--- src/hw/rtl/asrc_pkg.sv ---
// Shared types and constants for the adaptive send rate controller.
package asrc_pkg;

	// Configuration register indexes
	localparam logic [2:0] REG_INTERVAL0  = 3'd0;
	localparam logic [2:0] REG_INTERVAL1  = 3'd1;
	localparam logic [2:0] REG_INTERVAL2  = 3'd2;
	localparam logic [2:0] REG_INTERVAL3  = 3'd3;
	localparam logic [2:0] REG_STABLE     = 3'd4;
	localparam logic [2:0] REG_HOLD       = 3'd5;
	localparam logic [2:0] REG_HEAP_FLOOR = 3'd6;

	// Register reset values
	localparam logic [15:0] RST_INTERVAL0  = 16'd500;
	localparam logic [15:0] RST_INTERVAL1  = 16'd1000;
	localparam logic [15:0] RST_INTERVAL2  = 16'd2000;
	localparam logic [15:0] RST_INTERVAL3  = 16'd4000;
	localparam logic [7:0]  RST_STABLE     = 8'd24;
	localparam logic [15:0] RST_HOLD       = 16'd15000;
	localparam logic [23:0] RST_HEAP_FLOOR = 24'd12288;

	localparam logic [1:0] MAX_LEVEL = 2'd3;

	typedef enum logic [2:0] {
		CAUSE_NONE      = 3'd0,
		CAUSE_FAIL      = 3'd1,
		CAUSE_OVERWRITE = 3'd2,
		CAUSE_HEAP      = 3'd3,
		CAUSE_SLOW      = 3'd4,
		CAUSE_STABLE    = 3'd5
	} cause_t;

	typedef struct packed {
		logic [3:0][15:0] interval;
		logic [7:0]       stable_needed;
		logic [15:0]      hold_ms;
		logic [23:0]      heap_floor;
	} cfg_t;

	typedef struct packed {
		logic        send_ok;
		logic [15:0] send_time_ms;
		logic [31:0] overwrite_count;
		logic [23:0] free_heap_bytes;
		logic [31:0] now_ms;
	} item_t;

	typedef struct packed {
		logic [15:0] avg_send_ms;
		logic [1:0]  level;
		logic [7:0]  good_count;
		logic [31:0] last_change;
		logic [31:0] seen_overwrite;
	} state_t;

	typedef struct packed {
		logic [1:0]  new_level;
		logic [15:0] interval_ms;
		cause_t      cause;
		logic        level_changed;
	} result_t;

endpackage

--- src/hw/rtl/asrc_step.sv ---
// Combinational update of controller state and result for one send report.
module asrc_step (
	input  asrc_pkg::cfg_t    cfg,
	input  asrc_pkg::state_t  st,
	input  asrc_pkg::item_t   item,
	output asrc_pkg::state_t  st_next,
	output asrc_pkg::result_t res
);
	import asrc_pkg::*;

	logic [18:0] avg_sum;
	logic [15:0] avg_new;
	logic [15:0] interval;
	logic        overwritten;
	logic        heap_short;
	logic        slow;
	logic        big_step;
	logic        congest;
	logic        fast;
	logic [7:0]  cnt_inc;
	logic [31:0] elapsed;
	logic        step_down;
	logic [2:0]  level_sum;
	logic [1:0]  level_new;
	cause_t      cause;

	// Smoothed send time: first sample as is, then 7/8 old + 1/8 new
	assign avg_sum = 19'(st.avg_send_ms) * 19'd7 + 19'(item.send_time_ms);
	assign avg_new = (st.avg_send_ms == 16'd0) ? item.send_time_ms : avg_sum[18:3];

	// Congestion checks against the interval of the current level
	assign interval    = cfg.interval[st.level];
	assign overwritten = item.overwrite_count != st.seen_overwrite;
	assign heap_short  = item.free_heap_bytes < cfg.heap_floor;
	assign slow        = (20'(item.send_time_ms) * 20'd10) >= (20'(interval) * 20'd7);
	assign big_step    = 17'(item.send_time_ms) >= {interval, 1'b0};
	assign congest     = !item.send_ok || overwritten || heap_short || slow;

	// Step-down checks
	assign fast      = {avg_new, 2'b00} < 18'(interval);
	assign cnt_inc   = st.good_count + 8'd1;
	assign elapsed   = item.now_ms - st.last_change;
	assign step_down = (st.level != 2'd0) && fast && (cnt_inc >= cfg.stable_needed)
		&& (elapsed >= 32'(cfg.hold_ms));

	assign level_sum = 3'(st.level) + ((!item.send_ok || big_step) ? 3'd2 : 3'd1);

	// Next state and cause
	always_comb begin
		st_next                = st;
		st_next.avg_send_ms    = avg_new;
		st_next.seen_overwrite = item.overwrite_count;
		level_new              = st.level;
		cause                  = CAUSE_NONE;
		if (congest) begin
			level_new           = (level_sum > 3'(MAX_LEVEL)) ? MAX_LEVEL : level_sum[1:0];
			st_next.good_count  = 8'd0;
			st_next.last_change = item.now_ms;
			if (!item.send_ok) begin
				cause = CAUSE_FAIL;
			end else if (overwritten) begin
				cause = CAUSE_OVERWRITE;
			end else if (heap_short) begin
				cause = CAUSE_HEAP;
			end else begin
				cause = CAUSE_SLOW;
			end
		end else if (step_down) begin
			level_new           = st.level - 2'd1;
			cause               = CAUSE_STABLE;
			st_next.good_count  = 8'd0;
			st_next.last_change = item.now_ms;
		end else if (!fast) begin
			st_next.good_count = 8'd0;
		end else if (st.level != 2'd0) begin
			st_next.good_count = cnt_inc;
		end
		st_next.level = level_new;
	end

	assign res.new_level     = level_new;
	assign res.interval_ms   = cfg.interval[level_new];
	assign res.cause         = cause;
	assign res.level_changed = level_new != st.level;

endmodule

--- src/hw/rtl/adaptive_send_rate_controller.sv ---
// Top level of the adaptive send rate controller.
// Takes one send report per clock while in_stall is low and returns one result per
// report. A report is captured in the input register; once the output register is
// free, the rate decision is made from it and the controller state, the state is
// updated and the result is loaded into the output register, so a following report
// sees the updated state with no gap.
// When the output register is full and stalled, the input register still takes
// one more report and then in_stall rises until the output moves. Configuration
// writes take effect on the next clock and are expected only while no report is
// in flight.
module adaptive_send_rate_controller (
	input  logic        clk,
	input  logic        arst_n,
	// configuration
	input  logic        cfg_we,
	input  logic [2:0]  cfg_index,
	input  logic [23:0] cfg_data,
	// send reports
	input  logic        in_valid,
	output logic        in_stall,
	input  logic        send_ok,
	input  logic [15:0] send_time_ms,
	input  logic [31:0] overwrite_count,
	input  logic [23:0] free_heap_bytes,
	input  logic [31:0] now_ms,
	// results
	output logic        out_valid,
	input  logic        out_stall,
	output logic [1:0]  new_level,
	output logic [15:0] interval_ms,
	output logic [2:0]  cause,
	output logic        level_changed
);
	import asrc_pkg::*;

	cfg_t    cfg_q;
	state_t  state_q;
	state_t  state_next;
	item_t   item_s1;
	logic    valid_s1;
	result_t res;
	result_t res_s2;
	logic    valid_s2;
	logic    out_free;
	logic    advance;

	// Configuration registers
	always_ff @(posedge clk or negedge arst_n) begin
		if (!arst_n) begin
			cfg_q.interval[0] <= RST_INTERVAL0;
			cfg_q.interval[1] <= RST_INTERVAL1;
			cfg_q.interval[2] <= RST_INTERVAL2;
			cfg_q.interval[3] <= RST_INTERVAL3;
			cfg_q.stable_needed <= RST_STABLE;
			cfg_q.hold_ms <= RST_HOLD;
			cfg_q.heap_floor <= RST_HEAP_FLOOR;
		end else if (cfg_we) begin
			case (cfg_index)
				REG_INTERVAL0:  cfg_q.interval[0] <= cfg_data[15:0];
				REG_INTERVAL1:  cfg_q.interval[1] <= cfg_data[15:0];
				REG_INTERVAL2:  cfg_q.interval[2] <= cfg_data[15:0];
				REG_INTERVAL3:  cfg_q.interval[3] <= cfg_data[15:0];
				REG_STABLE:     cfg_q.stable_needed <= cfg_data[7:0];
				REG_HOLD:       cfg_q.hold_ms <= cfg_data[15:0];
				REG_HEAP_FLOOR: cfg_q.heap_floor <= cfg_data;
				default: ;
			endcase
		end
	end

	// Pipeline flow control
	assign out_free = !valid_s2 || !out_stall;
	assign advance  = valid_s1 && out_free;
	assign in_stall = valid_s1 && !out_free;

	// Input register
	always_ff @(posedge clk or negedge arst_n) begin
		if (!arst_n) begin
			valid_s1 <= 1'b0;
		end else if (!in_stall) begin
			valid_s1 <= in_valid;
		end
	end

	always_ff @(posedge clk) begin
		if (in_valid && !in_stall) begin
			item_s1 <= '{send_ok, send_time_ms, overwrite_count, free_heap_bytes, now_ms};
		end
	end

	asrc_step u_step (
		.cfg     (cfg_q),
		.st      (state_q),
		.item    (item_s1),
		.st_next (state_next),
		.res     (res)
	);

	// Controller state, updated as a report leaves the input register
	always_ff @(posedge clk or negedge arst_n) begin
		if (!arst_n) begin
			state_q <= '0;
		end else if (advance) begin
			state_q <= state_next;
		end
	end

	// Output register
	always_ff @(posedge clk or negedge arst_n) begin
		if (!arst_n) begin
			valid_s2 <= 1'b0;
		end else if (out_free) begin
			valid_s2 <= valid_s1;
		end
	end

	always_ff @(posedge clk) begin
		if (advance) begin
			res_s2 <= res;
		end
	end

	assign out_valid     = valid_s2;
	assign new_level     = res_s2.new_level;
	assign interval_ms   = res_s2.interval_ms;
	assign cause         = res_s2.cause;
	assign level_changed = res_s2.level_changed;

	// A level change always carries a reason
	a_change_has_cause: assert property (@(posedge clk) disable iff (!arst_n)
		out_valid && level_changed |-> cause != CAUSE_NONE)
		else $error("level changed with no cause");

	// A stable step-down always lowers the level
	a_stable_changes: assert property (@(posedge clk) disable iff (!arst_n)
		out_valid && cause == CAUSE_STABLE |-> level_changed)
		else $error("stable cause without level change");

	// State moves only when a transaction passes to the output
	a_state_hold: assert property (@(posedge clk) disable iff (!arst_n)
		!advance |=> $stable(state_q))
		else $error("state changed without a transaction");

	// Input stalls only when both the input and output registers hold a report
	a_stall_full: assert property (@(posedge clk) disable iff (!arst_n)
		in_stall |-> valid_s1 && valid_s2)
		else $error("input stalled with room in the pipeline");

endmodule

--- config.mk ---
export PLATFORM = sky130hd
export DESIGN_NAME = adaptive_send_rate_controller
export DESIGN_NICKNAME = d
export VERILOG_FILES = /design/src/hw/rtl/asrc_pkg.sv /design/src/hw/rtl/asrc_step.sv /design/src/hw/rtl/adaptive_send_rate_controller.sv
export SDC_FILE = /design/constraint.sdc
export NUM_CORES = 1
export LEC_CHECK = 0
export BUFFER_PORTS_ARGS = -buffer_cell sky130_fd_sc_hd__buf_2
export CAP_MARGIN = 30
export CORE_MARGIN = 2
export CORE_UTILIZATION = 48
export CTS_BUF_LIST = sky130_fd_sc_hd__clkbuf_8 sky130_fd_sc_hd__clkbuf_16
export DETAILED_ROUTE_END_ITERATION = 6
export PLACE_DENSITY = 0.71
export SYNTH_ARGS = -nofsm -noshare
export SYNTH_HDL_FRONTEND = slang
export SYNTH_SLANG_ARGS = --single-unit
export TNS_END_PERCENT = 50
--- constraint.sdc ---
create_clock -name clk -period 8.6 [get_ports clk]
set_input_delay 1.29 -clock clk [delete_from_list [all_inputs] [get_ports clk]]
set_output_delay 1.29 -clock clk [all_outputs]
set_load 0.01 [all_outputs]
# After elaboration in Yosys (flattened, before gate mapping)
# Cells that the tools add are included.
# classes
multipliers,3
reduce_logical,29
n_mux,19
eq_ne,9
n_lt_le_gt_ge,9
add_sub_neg,5
# op_table
operator,count
16-bit binary-select mux with 2-bit select,2
"16-bit by 3-bit multiplier with 19-bit output, second input constant",3
16-bit 2-to-1 mux,3
40-bit 2-to-1 mux,1
32-bit by 16-bit greater-or-equal comparator with 1-bit output,1
32-bit 2-to-1 mux,1
32-bit != test,1
32-bit subtractor,1
24-bit less-than comparator,1
8-bit 2-to-1 mux,3
20-bit by 19-bit greater-or-equal comparator with 1-bit output,1
19-bit by 16-bit adder with 19-bit output,1
18-bit by 16-bit less-than comparator with 1-bit output,1
2-bit AND reduction,9
16-bit by 17-bit greater-or-equal comparator with 1-bit output,1
16-bit logical NOT,1
3-bit 2-to-1 mux,5
"3-bit equality test, second input constant",3
"8-bit by 1-bit adder with 8-bit output, second input constant",1
8-bit greater-or-equal comparator,1
2-bit 2-to-1 mux,4
"3-bit by 2-bit equality test with 1-bit output, second input constant",2
1-bit logical AND,6
"2-bit by 3-bit less-than comparator with 1-bit output, second input constant",2
10 further kinds,19
# totals
elab_cells,97
input_bits,137
out_inout_bits,24
ff_bits,331

# Depth between registers and ports, before layout
# depth
depth_word,11
mapped_depth,29
depth_no_buf,27

# Modules after synthesis
# Synthesis repeated with hierarchy kept, for this count alone.
# unflattened
cells_unflattened,1984
hier_area_um2,22167.5
# by_module_without_submodules
module,seq_area_each_um2,n_inst,area_per_inst_um2,cells_each
adaptive_send_rate_controller,8962.3,1,11557.3,570
asrc_step,0.0,1,10610.2,1414

# Worst setup path after synthesis
# OpenSTA, ideal clock, no wires.
# synth_path
kind,register to register
start,register state_q[72] (netlist name)
end,register state_q[33] (netlist name)
path_slack_ns,2.027
required_time_ns,8.475
setup_time_ns,0.125
n_path_buf,3
stages_incl_launch_ff,28
period_less_slack_ns,6.573
arrival_ns,6.448
cell_sequence,dfrtp_1 > buf_1 > mux4_2 > fa_1 > ha_1 > fa_1 > a21o_1 > a21oi_1 > o21bai_1 > a21oi_1 > nor2b_1 > o21a_1 > o21ai_0 > nand2b_1 > a21oi_1 > o21ai_0 > a311o_1 > xnor2_1 > ha_1 > o21a_1 > o21ai_0 > nand2_1 > o21ai_1 > o211ai_1 > buf_4 > o21ai_2 > buf_2 > mux2_2
# synth_via
elab_chain_len,8
word_cells_on_any_way,13
classes_between,mul: 1; order compare: 2; mux: 3; reduce/logical: 7
# synth_rtl
item,line_no,rtl
start: declaration,adaptive_send_rate_controller.sv:37,state_t state_q;
start signal: assignment,adaptive_send_rate_controller.sv:104,state_q <= state_next;
"parallel branches: the longest is 8 deep, another holds 20-bit by 19-bit greater-or-equal comparator with 1-bit output",--,
# Several ways; the timed one is not identified. The select of a mux whose other input is x is not followed.
# A chain may end at the register's enable or synchronous reset.

==> metrics.md <==
| Metric | Value |
|---|---|
| Status | completed |
| Routed WL | 46190 um |
| Vias per inst | 5.429 |
| Ys Warns | 0 |
| Starting Density | 48.44% |
| Worst Tran Pin Value | 1.041 ns |
| Inst Count DP | 2542 |
| Initial antenna violation count | 5 |
| Peak VDD IR | 0.0002851 V |
| Worst setup EP type | flip-flop |
| Die width | between 200 and 250 um |
| Worst Clk Skew | 0.03159 ns |
| Number of global-route vias before repair | 14708 |
| Post-synth top area cell | dfrtp_1 |
| Clock latency on the worst-skew pair | 0.59 ns |
| DRC Markers | 0 |
| Detail Placement HPWL | around 34000 um |
| Synth unique cells | 89 |
| First-pass GRT wire length | 75000 um |
| Layout Cells excl Fill | 2616 |
| Fmax | 0.1378 GHz |
| H-tree depth | 2 |
| Asr flop ratio synth | 61.63% |
| Row count | 76 |
| Post-Syn Nets | 2213 |
| Wire per inst | ~18 um |
| Power per Cell Area | 439.9 mW/mm2 |
| Slew Limit Fails | 0 |
| Antenna Violating Nets Remaining | 0 |
| PostCTS Resize Cnt | 0 |
| Clock Path Buffers | 3 |
| Post-CTS Setup Inserts | 0 |
| Register area share after synthesis | 43.15% |
| Fillers | 3669 |
| Clock sink count | 331 |
| Min-delay worst type | reg -> reg |
| Critical Path Fanout Max | 34 |
| CTS tree | yes |
| Post-Syn Area per Cell | 11.38 um2 |
| Min cycle time layout | 7.257 ns |
| Die Height | about 210 um |
| Die area | 0.04496 mm2 |
| Static leakage | 10.62 nW |
| Synth top cells by count | ha_1, inv_1, nand2_1, dfrtp_1, mux2_2 |
| Routed vias | 14203 |
| Fraction of layout cells with a size suffix above 1 | 22.83% |
| Gate Count Post-Synth | 1825 |
| Main synth FF type | dfrtp_1 |
| Crit path launch type | flip-flop |
| Pre-Repair DR Iteration Count | 4 |
| Final layout net count | 2387 |
| Largest net degree at the start of global routing | 72 |
| Synth Register Bits | 331 |
| Post-Syn Area | slightly above 0.02 mm2 |
| 1st-iter DRT viols | 718 |
| RePlAce Congestion | 0.8796 |
| Most common cell in the netlist | ha_1 |
| Hold Buf Count CTS | 0 |
| Core area | 0.04289 mm2 |
| RSZ-0062 raised after global routing | false |
| Worst Path Required | 8.91 ns |
| Syn-to-layout area delta | 13.21% |
| EDFF count, synth | 127 |
| Final Cycle Share | about 84% |
| Max cap viols | 0 |
| Final setup TNS | 0 ns |
| Hold Fails Final Rpt | 0 |
| # setup viols final | 0 |
| Relative slew slack | 30.54% |
| Total CTS buffers | 38 |
| Clock-pin slew on the worst setup and hold paths | 0.06 ns |
| Synth top area share | 20.36% |
| Root buf cell | clkbuf_16 |
| Synth area leaders | dfrtp_1, edfxtp_1, ha_1, mux2_2, fa_1 |
| Gr ovfl total | 0 |
| CP arrival | 7.56 ns |
| Ports | around 160 |
| Gr usage total | 21.15% |
| PortBufs | 160 |
| Setup CP Type | reg -> reg |
## stage by stage
step | instance area [um2] | worst slack [ns] | hold slack [ns] | power, W | utilization [%]
after floorplan | 20770 | 2.027 | 0.4563 | 0.007351 | -
after global placement | 22220 | 1.629 | 0.4687 | 0.008504 | 51.81
after detailed placement | 22230 | 1.320 | 0.4835 | 0.008745 | 51.84
after CTS | 23470 | 1.294 | 0.4934 | 0.01039 | 54.72
after global routing | 23510 | 0.7872 | 0.5097 | 0.01145 | 54.82
final | 23520 | 1.343 | 0.4877 | 0.01034 | 54.83
## report_power, final
part | leakage (nW) | switching (W) | total (W) | internal (W)
registers | 3.62 | 0.000190 | 0.00219 | 0.00200
clock network | 0.628 | 0.000684 | 0.00158 | 0.000897
logic | 6.37 | 0.00361 | 0.00658 | 0.00296
total | 10.6 | 0.00449 | 0.0103 | 0.00586
## logic make-up (layout without fill, tap and decap cells)
group / Yosys count / after routing / synth area share [%]
buffers and inverters: 236 / 439 / 4.668
adder cells (fa/ha/maj): 251 / 251 / 16.85
other: 0 / 3 / 0
AO/OA/AOI/OAI: 324 / 324 / 10.59
flip-flops: 331 / 331 / 43.15
XOR/XNOR: 88 / 88 / 3.710
multiplexers: 214 / 214 / 12.17
AND/OR/NAND/NOR: 381 / 381 / 8.860
## placed cells by master, fill, tap and decap left out, types with 8 or more instances in the layout
cell	count
edfxtp_1	127
o21a_1	26
xor2_1	22
clkbuf_16	38
a211oi_1	13
nor3_1	19
mux2_2	145
o21ai_0	62
ha_1	203
and2_1	10
o211ai_1	11
buf_4	14
o21bai_1	13
dfstp_2	35
dfrtp_1	169
a21oi_1	82
a21o_1	32
buf_2	159
inv_1	201
mux2i_1	52
nor2_1	51
fa_1	48
o31ai_1	10
nor2b_1	16
nand3_1	24
a31oi_1	8
nand2b_1	16
nand4_1	29
mux4_2	16
nand2_1	176
xnor2_1	66
## registers in the layout, indices dropped and copies added (netlist names)
signal,count
cfg_q,112
item_s1,105
state_q,90
interval_ms,16
cause,3
new_level,2
level_changed,1
out_valid,1
valid_s1,1
## layer usage
| metal | global-route usage, % | share of wire (%) | vias to the layer above |
|---|---|---|---|
| li1 | - | - | 6843 |
| met1 | 27.14 | 44 | 7012 |
| met2 | 36.40 | 49 | 261 |
| met3 | 3.383 | 4.1 | 83 |
| met4 | 7.237 | 2.7 | 4 |
| met5 | 0 | 0.058 | - |
## final timing paths
kind | startpoint | endpoint | slack [ns] | cells past startpoint
setup / recovery | state_q[72]$_DFFE_PN0P_ | interval_ms[6]$_DFFE_PP_ | 1.34 | 24
hold / removal | item_s1[62]$_DFFE_PP_ | state_q[6]$_DFFE_PN0P_ | 0.49 | 2
setup reg to reg | state_q[72]$_DFFE_PN0P_ | interval_ms[6]$_DFFE_PP_ | 1.34 | 24
hold reg to reg | item_s1[62]$_DFFE_PP_ | state_q[6]$_DFFE_PN0P_ | 0.49 | 2
max in group asynchronous | arst_n | cfg_q[57]$_DFFE_PN0P_ | 6.61 | 2
min in group asynchronous | arst_n | state_q[49]$_DFFE_PN0P_ | 0.68 | 1
## worst max-delay path, stage by stage (launching register included)
cell       delay, ns
dfrtp_1         0.51
buf_4           0.39
mux4_2          0.64
fa_1            0.50
ha_1            0.35
a21oi_1         0.22
o21bai_1        0.09
a21oi_1         0.23
o21bai_1        0.09
a21oi_1         0.23
nor2b_1         0.08
o21a_1          0.19
o41ai_1         0.61
o211ai_1        0.19
a21oi_1         0.21
xor2_1          0.17
ha_1            0.26
a211oi_1        0.20
o2111ai_1       0.13
o21ai_1         0.16
o211ai_1        0.27
o31ai_4         0.31
buf_4           0.51
mux2i_1         0.31
mux2i_1         0.11
## layout make-up
class | instances | area [um2] | share of cell area [%]
timing repair buffer | 177 | 968.4 | 4.118
sequential | 331 | 8962 | 38.11
clock buffer | 40 | 978.4 | 4.161
tap | 585 | 732.0 | 3.113
inverter | 193 | 724.4 | 3.081
multi-input combinational | 1258 | 10890 | 46.29
clock inverter | 29 | 257.7 | 1.096
antenna | 3 | 7.507 | 0.03192
Power figures use the tool's default switching activity.
